===== config.mk =====
export PLATFORM = sky130hd
export DESIGN_NAME = prime_count_trial_division_unit
export DESIGN_NICKNAME = d
export VERILOG_FILES = /design/src/hw/rtl/pcd_pkg.sv /design/src/hw/rtl/pcd_rem.sv /design/src/hw/rtl/pcd_datapath.sv /design/src/hw/rtl/pcd_ctrl.sv /design/src/hw/rtl/prime_count_trial_division_unit.sv
export SDC_FILE = /design/constraint.sdc
export NUM_CORES = 1
export LEC_CHECK = 0
export BUFFER_PORTS_ARGS = -buffer_cell sky130_fd_sc_hd__buf_2
export CAP_MARGIN = 20
export CORE_MARGIN = 3
export CORE_UTILIZATION = 40
export DETAILED_ROUTE_END_ITERATION = 16
export GPL_ROUTABILITY_DRIVEN = 0
export GPL_TIMING_DRIVEN = 0
export SYNTH_ARGS = -nofsm -noshare
export SYNTH_HDL_FRONTEND = slang
export SYNTH_SLANG_ARGS = --single-unit

===== constraint.sdc =====
create_clock -name aclk -period 13.55 [get_ports aclk]
set_input_delay 4.065 -clock aclk [delete_from_list [all_inputs] [get_ports aclk]]
set_output_delay 4.065 -clock aclk [all_outputs]
set_load 0.05 [all_outputs]

===== src/hw/rtl/pcd_pkg.sv =====
// ----------------------------------------------------------------------------
// pcd_pkg
// Shared widths, constants, state encoding and control/status bundles for the
// trial-division prime counter.
// ----------------------------------------------------------------------------
package pcd_pkg;

    localparam int VALUE_W   = 32;
    localparam int MAG_W     = 31;
    localparam int DIV_W     = 16;
    localparam int SQ_W      = 32;
    localparam int TALLY_W   = 32;
    localparam int REM_CNT_W = 5;

    localparam logic [TALLY_W-1:0] TALLY_MAX = '1;
    localparam logic [DIV_W-1:0]   FIRST_DIV = 16'd3;
    localparam logic [SQ_W-1:0]    FIRST_SQ  = 32'd9;
    localparam logic [SQ_W-1:0]    SQ_STEP_C = 32'd4;
    localparam logic [MAG_W-1:0]   MAG_TWO   = 31'd2;

    typedef enum logic [4:0] {
        ST_IDLE     = 5'b00001,
        ST_CLASSIFY = 5'b00010,
        ST_CHECK    = 5'b00100,
        ST_DIVIDE   = 5'b01000,
        ST_FINISH   = 5'b10000
    } state_t;

    typedef struct packed {
        logic load;
        logic init_trial;
        logic start_div;
        logic advance;
        logic set_verdict;
        logic verdict;
        logic commit;
    } cmd_t;

    typedef struct packed {
        logic is_two;
        logic settled_no;
        logic sq_over;
        logic div_done;
        logic rem_zero;
        logic last;
        logic out_blocked;
    } sts_t;

endpackage


===== src/hw/rtl/pcd_rem.sv =====
// ----------------------------------------------------------------------------
// pcd_rem
// Bit-serial restoring remainder: one dividend bit per cycle, MSB first.
// ----------------------------------------------------------------------------
module pcd_rem (
    input  logic                       aclk,
    input  logic                       aresetn,
    input  logic                       start,
    input  logic [pcd_pkg::MAG_W-1:0]  dividend,
    input  logic [pcd_pkg::DIV_W-1:0]  divisor,
    output logic                       busy,
    output logic                       done,
    output logic                       rem_zero
);
    import pcd_pkg::*;

    logic [MAG_W-1:0]     bits_reg;
    logic [DIV_W-1:0]     rem_reg;
    logic [REM_CNT_W-1:0] cnt_reg;
    logic                 busy_reg;
    logic                 done_reg;
    logic [DIV_W:0]       trial;
    logic [DIV_W:0]       diff;

    assign trial = {rem_reg, bits_reg[MAG_W-1]};
    assign diff  = trial - {1'b0, divisor};

    always_ff @(posedge aclk) begin
        if (!aresetn) begin
            busy_reg <= 1'b0;
            done_reg <= 1'b0;
            cnt_reg  <= '0;
        end else begin
            done_reg <= 1'b0;
            if (start) begin
                busy_reg <= 1'b1;
                cnt_reg  <= '0;
            end else if (busy_reg) begin
                if (cnt_reg == REM_CNT_W'(MAG_W - 1)) begin
                    busy_reg <= 1'b0;
                    done_reg <= 1'b1;
                end
                cnt_reg <= cnt_reg + 1'b1;
            end
        end
    end

    // shift in the next dividend bit, subtract when it fits
    always_ff @(posedge aclk) begin
        if (start) begin
            bits_reg <= dividend;
            rem_reg  <= '0;
        end else if (busy_reg) begin
            bits_reg <= {bits_reg[MAG_W-2:0], 1'b0};
            rem_reg  <= (trial >= {1'b0, divisor}) ? diff[DIV_W-1:0] : trial[DIV_W-1:0];
        end
    end

    assign busy     = busy_reg;
    assign done     = done_reg;
    assign rem_zero = (rem_reg == '0);

    a_no_restart: assert property (@(posedge aclk) disable iff (!aresetn)
        start |-> !busy_reg)
        else $error("remainder restarted while busy");

    a_done_single: assert property (@(posedge aclk) disable iff (!aresetn)
        done_reg |=> !done_reg)
        else $error("remainder done held for more than one cycle");

endmodule


===== src/hw/rtl/pcd_datapath.sv =====
// ----------------------------------------------------------------------------
// pcd_datapath
// Operand, divisor and square registers, remainder unit, tally and output register.
// ----------------------------------------------------------------------------
module pcd_datapath (
    input  logic                          aclk,
    input  logic                          aresetn,
    input  pcd_pkg::cmd_t                 cmd,
    output pcd_pkg::sts_t                 sts,
    input  logic [pcd_pkg::VALUE_W-1:0]   s_tdata,   // [31:0] value
    input  logic                          s_tlast,
    input  logic                          m_tready,
    output logic                          m_tvalid,
    output logic [pcd_pkg::TALLY_W-1:0]   m_tdata    // [31:0] prime_total
);
    import pcd_pkg::*;

    logic [VALUE_W-1:0] value_reg;
    logic               last_reg;
    logic [DIV_W-1:0]   div_reg;
    logic [SQ_W-1:0]    sq_reg;
    logic               verdict_reg;
    logic [TALLY_W-1:0] tally_reg;
    logic [TALLY_W-1:0] out_data_reg;
    logic               out_valid_reg;

    logic [MAG_W-1:0]   mag;
    logic               neg;
    logic [SQ_W-1:0]    sq_next;
    logic [TALLY_W-1:0] tally_next;
    logic               rem_busy;
    logic               rem_done;
    logic               rem_zero;

    assign mag = value_reg[MAG_W-1:0];
    assign neg = value_reg[VALUE_W-1];

    // (d+2)^2 = d^2 + 4d + 4
    assign sq_next    = sq_reg + SQ_W'({div_reg, 2'b00}) + SQ_STEP_C;
    assign tally_next = tally_reg
                      + TALLY_W'(verdict_reg && (tally_reg != TALLY_MAX));

    pcd_rem u_rem (
        .aclk     (aclk),
        .aresetn  (aresetn),
        .start    (cmd.start_div),
        .dividend (mag),
        .divisor  (div_reg),
        .busy     (rem_busy),
        .done     (rem_done),
        .rem_zero (rem_zero)
    );

    always_ff @(posedge aclk) begin
        if (cmd.load) begin
            value_reg <= s_tdata;
            last_reg  <= s_tlast;
        end
        if (cmd.set_verdict) begin
            verdict_reg <= cmd.verdict;
        end
        if (cmd.commit && last_reg) begin
            out_data_reg <= tally_next;
        end
    end

    always_ff @(posedge aclk) begin
        if (!aresetn) begin
            div_reg       <= '0;
            sq_reg        <= '0;
            tally_reg     <= '0;
            out_valid_reg <= 1'b0;
        end else begin
            if (cmd.load) begin
                div_reg <= '0;
                sq_reg  <= '0;
            end else if (cmd.init_trial) begin
                div_reg <= FIRST_DIV;
                sq_reg  <= FIRST_SQ;
            end else if (cmd.advance) begin
                div_reg <= div_reg + DIV_W'(2);
                sq_reg  <= sq_next;
            end

            if (cmd.commit) begin
                tally_reg <= last_reg ? '0 : tally_next;
            end

            if (cmd.commit && last_reg) begin
                out_valid_reg <= 1'b1;
            end else if (m_tready) begin
                out_valid_reg <= 1'b0;
            end
        end
    end

    always_comb begin
        sts.is_two      = !neg && (mag == MAG_TWO);
        sts.settled_no  = neg || (mag < MAG_TWO) || (!mag[0] && (mag != MAG_TWO));
        sts.sq_over     = sq_reg > {1'b0, mag};
        sts.div_done    = rem_done;
        sts.rem_zero    = rem_zero;
        sts.last        = last_reg;
        sts.out_blocked = out_valid_reg && !m_tready;
    end

    assign m_tvalid = out_valid_reg;
    assign m_tdata  = out_data_reg;

    a_sq_tracks_div: assert property (@(posedge aclk) disable iff (!aresetn)
        !rem_busy |-> (sq_reg == SQ_W'(div_reg) * SQ_W'(div_reg)))
        else $error("square register out of step with divisor");

    a_no_overwrite: assert property (@(posedge aclk) disable iff (!aresetn)
        (cmd.commit && last_reg) |-> !(out_valid_reg && !m_tready))
        else $error("pending result overwritten");

endmodule


===== src/hw/rtl/pcd_ctrl.sv =====
// ----------------------------------------------------------------------------
// pcd_ctrl
// Sequencer: classify the element, step trial divisors, commit the verdict.
// ----------------------------------------------------------------------------
module pcd_ctrl (
    input  logic           aclk,
    input  logic           aresetn,
    input  logic           s_tvalid,
    output logic           s_tready,
    input  pcd_pkg::sts_t  sts,
    output pcd_pkg::cmd_t  cmd
);
    import pcd_pkg::*;

    state_t state_reg;
    state_t state_next;

    always_ff @(posedge aclk) begin
        if (!aresetn) begin
            state_reg <= ST_IDLE;
        end else begin
            state_reg <= state_next;
        end
    end

    always_comb begin
        state_next = state_reg;
        cmd        = '0;
        s_tready   = 1'b0;
        unique case (state_reg)
            ST_IDLE: begin
                s_tready = 1'b1;
                if (s_tvalid) begin
                    cmd.load   = 1'b1;
                    state_next = ST_CLASSIFY;
                end
            end
            ST_CLASSIFY: begin
                if (sts.is_two) begin
                    cmd.set_verdict = 1'b1;
                    cmd.verdict     = 1'b1;
                    state_next      = ST_FINISH;
                end else if (sts.settled_no) begin
                    cmd.set_verdict = 1'b1;
                    state_next      = ST_FINISH;
                end else begin
                    cmd.init_trial = 1'b1;
                    state_next     = ST_CHECK;
                end
            end
            ST_CHECK: begin
                if (sts.sq_over) begin
                    cmd.set_verdict = 1'b1;
                    cmd.verdict     = 1'b1;
                    state_next      = ST_FINISH;
                end else begin
                    cmd.start_div = 1'b1;
                    state_next    = ST_DIVIDE;
                end
            end
            ST_DIVIDE: begin
                if (sts.div_done) begin
                    if (sts.rem_zero) begin
                        cmd.set_verdict = 1'b1;
                        state_next      = ST_FINISH;
                    end else begin
                        cmd.advance = 1'b1;
                        state_next  = ST_CHECK;
                    end
                end
            end
            ST_FINISH: begin
                if (!sts.last || !sts.out_blocked) begin
                    cmd.commit = 1'b1;
                    state_next = ST_IDLE;
                end
            end
            default: begin
                state_next = ST_IDLE;
            end
        endcase
    end

endmodule


===== src/hw/rtl/prime_count_trial_division_unit.sv =====
// ----------------------------------------------------------------------------
// prime_count_trial_division_unit
// Counts the primes in a stream of signed 32-bit integers by trial division.
// ----------------------------------------------------------------------------
// Input channel (s_): one transfer per element, value on s_tdata, s_tlast
// high on the final element of a sequence. Result channel (m_): one transfer
// per sequence, after its final element, carrying the number of primes seen
// (saturating at all ones) on m_tdata.
// Elements are handled one at a time; s_tready is high only between items.
// Negative values, 0, 1, 2 and even values settle in the classify step with
// no divisor tried. Odd values run odd divisors 3, 5, 7 ... while d*d <= value;
// each divisor takes one bound check, 31 remainder steps and a done report.
// A divisor that leaves no remainder ends the item as composite; once d*d
// exceeds the value, the item ends as prime.
// The result sits in an output register: the next sequence is accepted and
// processed while it waits; only the following final element holds in its
// finish step until m_tready frees the register.
// Reset clears the tally, the sequencer and the output valid flag.
// ----------------------------------------------------------------------------
module prime_count_trial_division_unit (
    input  logic                          aclk,
    input  logic                          aresetn,
    input  logic                          s_tvalid,
    output logic                          s_tready,
    input  logic [pcd_pkg::VALUE_W-1:0]   s_tdata,   // [31:0] value
    input  logic                          s_tlast,
    output logic                          m_tvalid,
    input  logic                          m_tready,
    output logic [pcd_pkg::TALLY_W-1:0]   m_tdata    // [31:0] prime_total
);
    import pcd_pkg::*;

    cmd_t cmd;
    sts_t sts;

    // sequencer: owns the input handshake and all step decisions
    pcd_ctrl u_ctrl (
        .aclk     (aclk),
        .aresetn  (aresetn),
        .s_tvalid (s_tvalid),
        .s_tready (s_tready),
        .sts      (sts),
        .cmd      (cmd)
    );

    // datapath: operand, divisor and square, remainder unit, tally, output
    pcd_datapath u_datapath (
        .aclk     (aclk),
        .aresetn  (aresetn),
        .cmd      (cmd),
        .sts      (sts),
        .s_tdata  (s_tdata),
        .s_tlast  (s_tlast),
        .m_tready (m_tready),
        .m_tvalid (m_tvalid),
        .m_tdata  (m_tdata)
    );

endmodule


### Word level (Yosys, flattened, before mapping)

Index checks and enable logic that the tools add are counted.

| storage, ports and cells | value |
|---|---|
| memory bits (writable) | 0 |
| bits in read-only memories | 0 |
| memories kept | 0 |
| latch bits | 0 |
| bits in registers | 206 |
| word-level logic and storage cells | 103 |

| operators by class | value |
|---|---|
| shifts and indexed selects | 0 |
| $lt $le $gt $ge | 3 |
| multiply operators | 0 |
| divide/modulo/power cells | 0 |
| muxes and demuxes | 42 |
| reduce and logical (&&, ||, !) cells | 22 |
| $add $sub $neg | 6 |
| eq/ne operators | 12 |
| bitwise logic cells | 2 |

Operators with widths:

| kind | number |
|---|---|
| 31-bit 2-to-1 mux | 2 |
| 5-bit 2-to-1 mux | 7 |
| 32-bit by 1-bit adder with 32-bit output | 1 |
| 32-bit by 18-bit adder with 32-bit output | 1 |
| 32-bit by 3-bit adder with 32-bit output, second input constant | 1 |
| 32-bit by 31-bit greater-than comparator with 1-bit output | 1 |
| 32-bit 2-to-1 mux | 1 |
| 32-bit != test, second input constant | 1 |
| 31-bit by 2-bit == test with 1-bit output, second input constant | 1 |
| 31-bit by 2-bit < comparator with 1-bit output, second input constant | 1 |
| 31-bit by 2-bit != test with 1-bit output, second input constant | 1 |
| 5-bit case mux with 5 select lines | 1 |
| 1-bit 2-to-1 mux | 22 |
| 17-bit by 16-bit greater-or-equal comparator with 1-bit output | 1 |
| 16-bit by 2-bit adder with 16-bit output, second input constant | 1 |
| 16-bit logical NOT | 1 |
| 16-bit 2-to-1 mux | 1 |
| 16-bit subtractor | 1 |
| 5-bit == test, second input constant | 2 |
| 2-bit 2-to-1 mux | 4 |
| 4-bit 2-to-1 mux | 2 |
| 2-bit nonzero test | 3 |
| 3-bit OR reduction | 2 |
| 5-bit by 1-bit adder with 5-bit output, second input constant | 1 |
| 14 further kinds | 27 |

### Logic depth before layout (Yosys ltp)

| depth | value |
|---|---|
| depth in word-level cells | 8 |
| gate-level depth with buffers | 15 |
| depth with buffers taken out | 14 |

### Modules after synthesis

A second synthesis with hierarchy kept.

| second synthesis, totals | value |
|---|---|
| cell total of the unflattened synthesis | 1197 |
| area total of the unflattened synthesis | 11748.8 um^2 |

Modules (own cells, without submodules):

| module | cells each | area an instance (um^2) | times used | sequential area each (um^2) |
|---|---|---|---|---|
| pcd_datapath | 823 | 8018.9 | 1 | 3583.4 |
| pcd_rem | 330 | 3388.2 | 1 | 1391.3 |
| pcd_ctrl | 44 | 341.6 | 1 | 100.1 |

### Worst setup path before layout

OpenSTA, ideal clock, no wires.

| timing | value |
|---|---|
| path type | input to register |
| start | input m_tready |
| end | register u_datapath.out_data_reg[0] (netlist: u_datapath.m_tdata[0]), enable pin |
| data required time | 13.127 ns |
| cell stages on the path | 6 |
| arrival time | 5.978 ns |
| slack | 7.149 ns |
| cells stage by stage | nor2b_1 -> nand2_1 -> nand2b_1 -> clkbuf_1 -> clkbuf_1 -> nor2_1 |

| on the way | value |
|---|---|
| word-level cells in the longest chain between the ends | 7 |

Ends and longest elaborated chain:

| item | line | text |
|---|---|---|
| start: declaration | prime_count_trial_division_unit.sv:28 | `input logic m_tready,` |
| 1-bit logical NOT | pcd_datapath.sv:104 | `sts.out_blocked = out_valid_reg && !m_tready;` |
| 1-bit logical AND | pcd_datapath.sv:104 |  |
| 1-bit logical NOT | pcd_ctrl.sv:73 | `if (!sts.last \|\| !sts.out_blocked) begin` |
| 1-bit logical OR | pcd_ctrl.sv:73 |  |
| 1-bit 2-to-1 mux | pcd_ctrl.sv:73 |  |
| 1-bit 2-to-1 mux | pcd_ctrl.sv:30 | `unique case (state_reg)` |
| 1-bit logical AND | pcd_datapath.sv:62 | `if (cmd.commit && last_reg) begin` |
| end signal: assignment | pcd_datapath.sv:63 | `out_data_reg <= tally_next;` |
| end: declaration | pcd_datapath.sv:24 | `logic [TALLY_W-1:0] out_data_reg;` |

Every way passes these cells.
A chain may end at the register's enable or synchronous reset.

### Final worst setup path

| timing | value |
|---|---|
| start | register u_ctrl.state_reg[2] |
| end | output s_tready |

| on the way | value |
|---|---|
| word-level cells in the longest chain between the ends | 2 |

Ends and longest elaborated chain:

| item | line | text |
|---|---|---|
| start: declaration | pcd_ctrl.sv:15 | `state_t state_reg;` |
| start signal: assignment | pcd_ctrl.sv:22 | `state_reg <= state_next;` |
| 5-bit by 1-bit == test with 1-bit output | pcd_ctrl.sv:30 |  |
| 1-bit 2-to-1 mux | pcd_ctrl.sv:30 |  |
| end: declaration | prime_count_trial_division_unit.sv:24 | `output logic s_tready,` |

Every way passes these cells.

==> key figures <==
Drt
  • Total Wirelength: 25500 µm
  • DRC errors left: 0
  • Initial DRT Pass Iterations: 7
  • Iter 0 DRT Violations: 482
  • Vias: 8184
  • Final antenna-violating net count: 0
  • DR vias/cell: 5.33
  • Wire per inst: 16.6 µm

STA
  • Period utilization: 44.7%
  • Worst setup margin: 7490 ps
  • Max-slew headroom: 42.5%
  • Max Clock Freq: 165 MHz
  • Setup TNS: 0 ps
  • Least-Margin Pin Slew: 861 ps
  • Number of max-slew violations in the final report: 0
  • Final setup fails: 0
  • Fin. Hold Viols: 0
  • Clk_skew: 9.56 ps
  • Min Tclk post-route: 6060 ps
  • RSZ-0062 raised after global routing: no

Floorplan
  • DIE AREA: 29400 µm²
  • Row count: 59
  • I/O pin total: 71
  • Core Region: 26500 µm²
  • Die width: 171 µm
  • Die height: 171 µm
  • Initial Utilization: 41.3%

Synthesis
  • Yosys Warn Count: 0
  • FF+latch count, synth: 205
  • Net Count, Synth: 1206
  • Fraction of registers with async set/reset: 0%
  • Primary FF master, synth: dfxtp_1
  • Synthesized netlist cell count: 1084
  • Seq/Total Area, Yosys: 46.3%
  • Syn Area/Cell: 10.1 µm²
  • Synth cell types: 73
  • Mapped Area: 11000 µm²
  • Number of synthesized flops with an enable pin: 97

Setup path
  • Crit end category: primary output
  • Critical Path Start: u_ctrl.state_reg[2]
  • Worst Path Class, Setup: flip-flop to primary output
  • Required time of the critical path: 9480 ps
  • Peak fanout along the critical path: 5
  • Worst EP arrival: 1990 ps
  • Startpoint Class: flip-flop
  • RR Startpoint: u_datapath.tally_reg[14]

Run
  • Max Cap Viol: 0

Global routing
  • GRT Util Overall: 17.4%
  • First-pass GRT wire length: 41300 µm
  • Maximum number of pins on one net before global-route repair: 34
  • Vias in the first global route: 7790
  • Initial antenna violation count: 1
  • Grt ovf: 0

Clocking
  • H-tree lvl count: 1
  • Clock slew at reported path FFs: 60 ps
  • Worst skew pair latency: 520 ps
  • Count of clock tree sinks: 205
  • Cts hold-fix bufs: 0
  • Clock root buffer: clkbuf_16
  • Max Buffers Root-to-Sink: 3
  • CTS resizes: 0
  • Postcts setup bufs: 0
  • CTS tree: built
  • CTS buffer count: 25

Power
  • Psw: 0.333 mW
  • Power Density: 118 nW/µm²
  • Switching portion of total power: 22.2%
  • Clock power frac: 48.5%
  • Total power: 1.50 mW
  • Sequential power share: 44.6%
  • Internal: 1.16 mW
  • Combinational share of power: 6.9%
  • Pleak: 5.24 nW
  • Peak VDD IR: 0.0000708 V

Outcome
  • Run status: completed

Worst hold path
  • Hold Startpoint: u_datapath.sq_reg[0]
  • HP Class: flip-flop to flip-flop

Final layout
  • Register area: 5070 µm²
  • Final net count: 1304
  • Multi-input logic area: 5460 µm²
  • Finished Layout Cells: 1535
  • N_diodes: 0
  • Area grow syn2layout: 15.8%
  • # fillers: 2431
  • Fin util: 47.8%
  • Share of layout cells above drive strength 1: 14.8%

Placement
  • Post-Place Cells: 1490
  • Dpl ws: 7440 ps
  • I/O Buffers: 69
  • DP HPWL: 19000 µm
## layer usage
metal	GRT usage (%)	part of all wire (%)	vias to the layer above
li1	-	-	4155
met3	2.67	5.0	41
met2	27.1	45	166
met4	5.04	2.3	0
met1	25.2	48	3822
met5	0	0	-
## cell usage after synthesis (20+ instances only)
cell | count | area share (%)
nand3_1 | 27 | 1.2
a21o_1 | 26 | 1.8
nor3_1 | 21 | 0.96
a211oi_1 | 21 | 1.4
xnor2_1 | 50 | 4.0
inv_1 | 60 | 2.1
nand2_1 | 71 | 2.4
xor2_1 | 24 | 1.9
clkbuf_1 | 25 | 0.86
edfxtp_1 | 97 | 27
o21ai_0 | 26 | 1.2
mux2_2 | 30 | 3.1
nand4_1 | 28 | 1.6
dfxtp_1 | 108 | 20
ha_1 | 83 | 9.5
nor2_1 | 115 | 3.9
a21oi_1 | 64 | 2.9
nor4_1 | 20 | 1.1
## power groups by stage
stage	Combinational (mW)	Sequential [mW]	Clock, mW
global placement	0.102	0.680	0
floorplan	0.0757	0.675	0
finish	0.104	0.667	0.727
CTS	0.104	0.667	0.745
detailed placement	0.104	0.680	0
global route	0.116	0.668	0.772
## logic make-up (layout without fill, tap and decap cells)
family	after synthesis	in the layout	synth area share, %
simple gates	363	363	16.7
compound gates	210	210	12.7
flops	205	205	46.3
buf+inv	101	217	3.93
fa+ha+maj	85	85	9.85
xor+xnor	74	74	5.92
mux	46	46	4.56
## placed cells by master, fill, tap and decap left out, types with 4 or more instances in the layout
| cell | n |
|---|---|
| nor2_1 | 114 |
| dfxtp_1 | 108 |
| edfxtp_1 | 97 |
| ha_1 | 83 |
| buf_2 | 76 |
| nand2_1 | 71 |
| a21oi_1 | 64 |
| inv_1 | 60 |
| xnor2_1 | 50 |
| clkbuf_1 | 32 |
| mux2_2 | 30 |
| nand4_1 | 28 |
| nand3_1 | 27 |
| a21o_1 | 26 |
| clkbuf_16 | 26 |
| o21ai_0 | 25 |
| xor2_1 | 24 |
| nor3_1 | 21 |
| a211oi_1 | 21 |
| nor4_1 | 20 |
| and3_1 | 18 |
| a22oi_1 | 17 |
| mux2i_1 | 15 |
| or4_1 | 11 |
| a31oi_1 | 8 |
| o21a_1 | 8 |
| o211ai_1 | 8 |
| and2_1 | 7 |
| nor2b_1 | 6 |
| nand2b_1 | 6 |
| nand3b_1 | 6 |
| bufinv_16 | 6 |
| or2_2 | 5 |
| o21bai_1 | 4 |
| buf_6 | 4 |
| a21boi_0 | 4 |
## worst paths after layout
kind / slack (ps) / end / cells past startpoint
min: 470 / u_datapath.sq_reg[0] / 2
max reg2reg: 10190 / u_datapath.tally_reg[30] / 14
max: 7490 / s_tready / 3
min reg2reg: 470 / u_datapath.sq_reg[0] / 2
## through the flow
stage               hold WS [ps]  instance area, µm²
finish                       475               12700
global route                 514               12700
CTS                          483               12700
detailed placement           475               11800
global placement             453               11700
floorplan                    435               11000
## critical path, stage by stage, from the launching register on
cell	delay [ps]
dfxtp_1	340
or3_1	420
nor3b_1	370
buf_2	350
## final cells by class
class                           instances  share of cell area, %
Buffer                                 40                   1.59
Tap cell                              335                   3.31
Multi-Input combinational cell        778                   43.1
Sequential cell                       205                   40.0
Timing Repair Buffer                   71                   3.10
Inverter                               61                   1.81
Clock buffer                           33                   5.34
Clock inverter                         12                   1.72
Power figures use the tool's default switching activity.
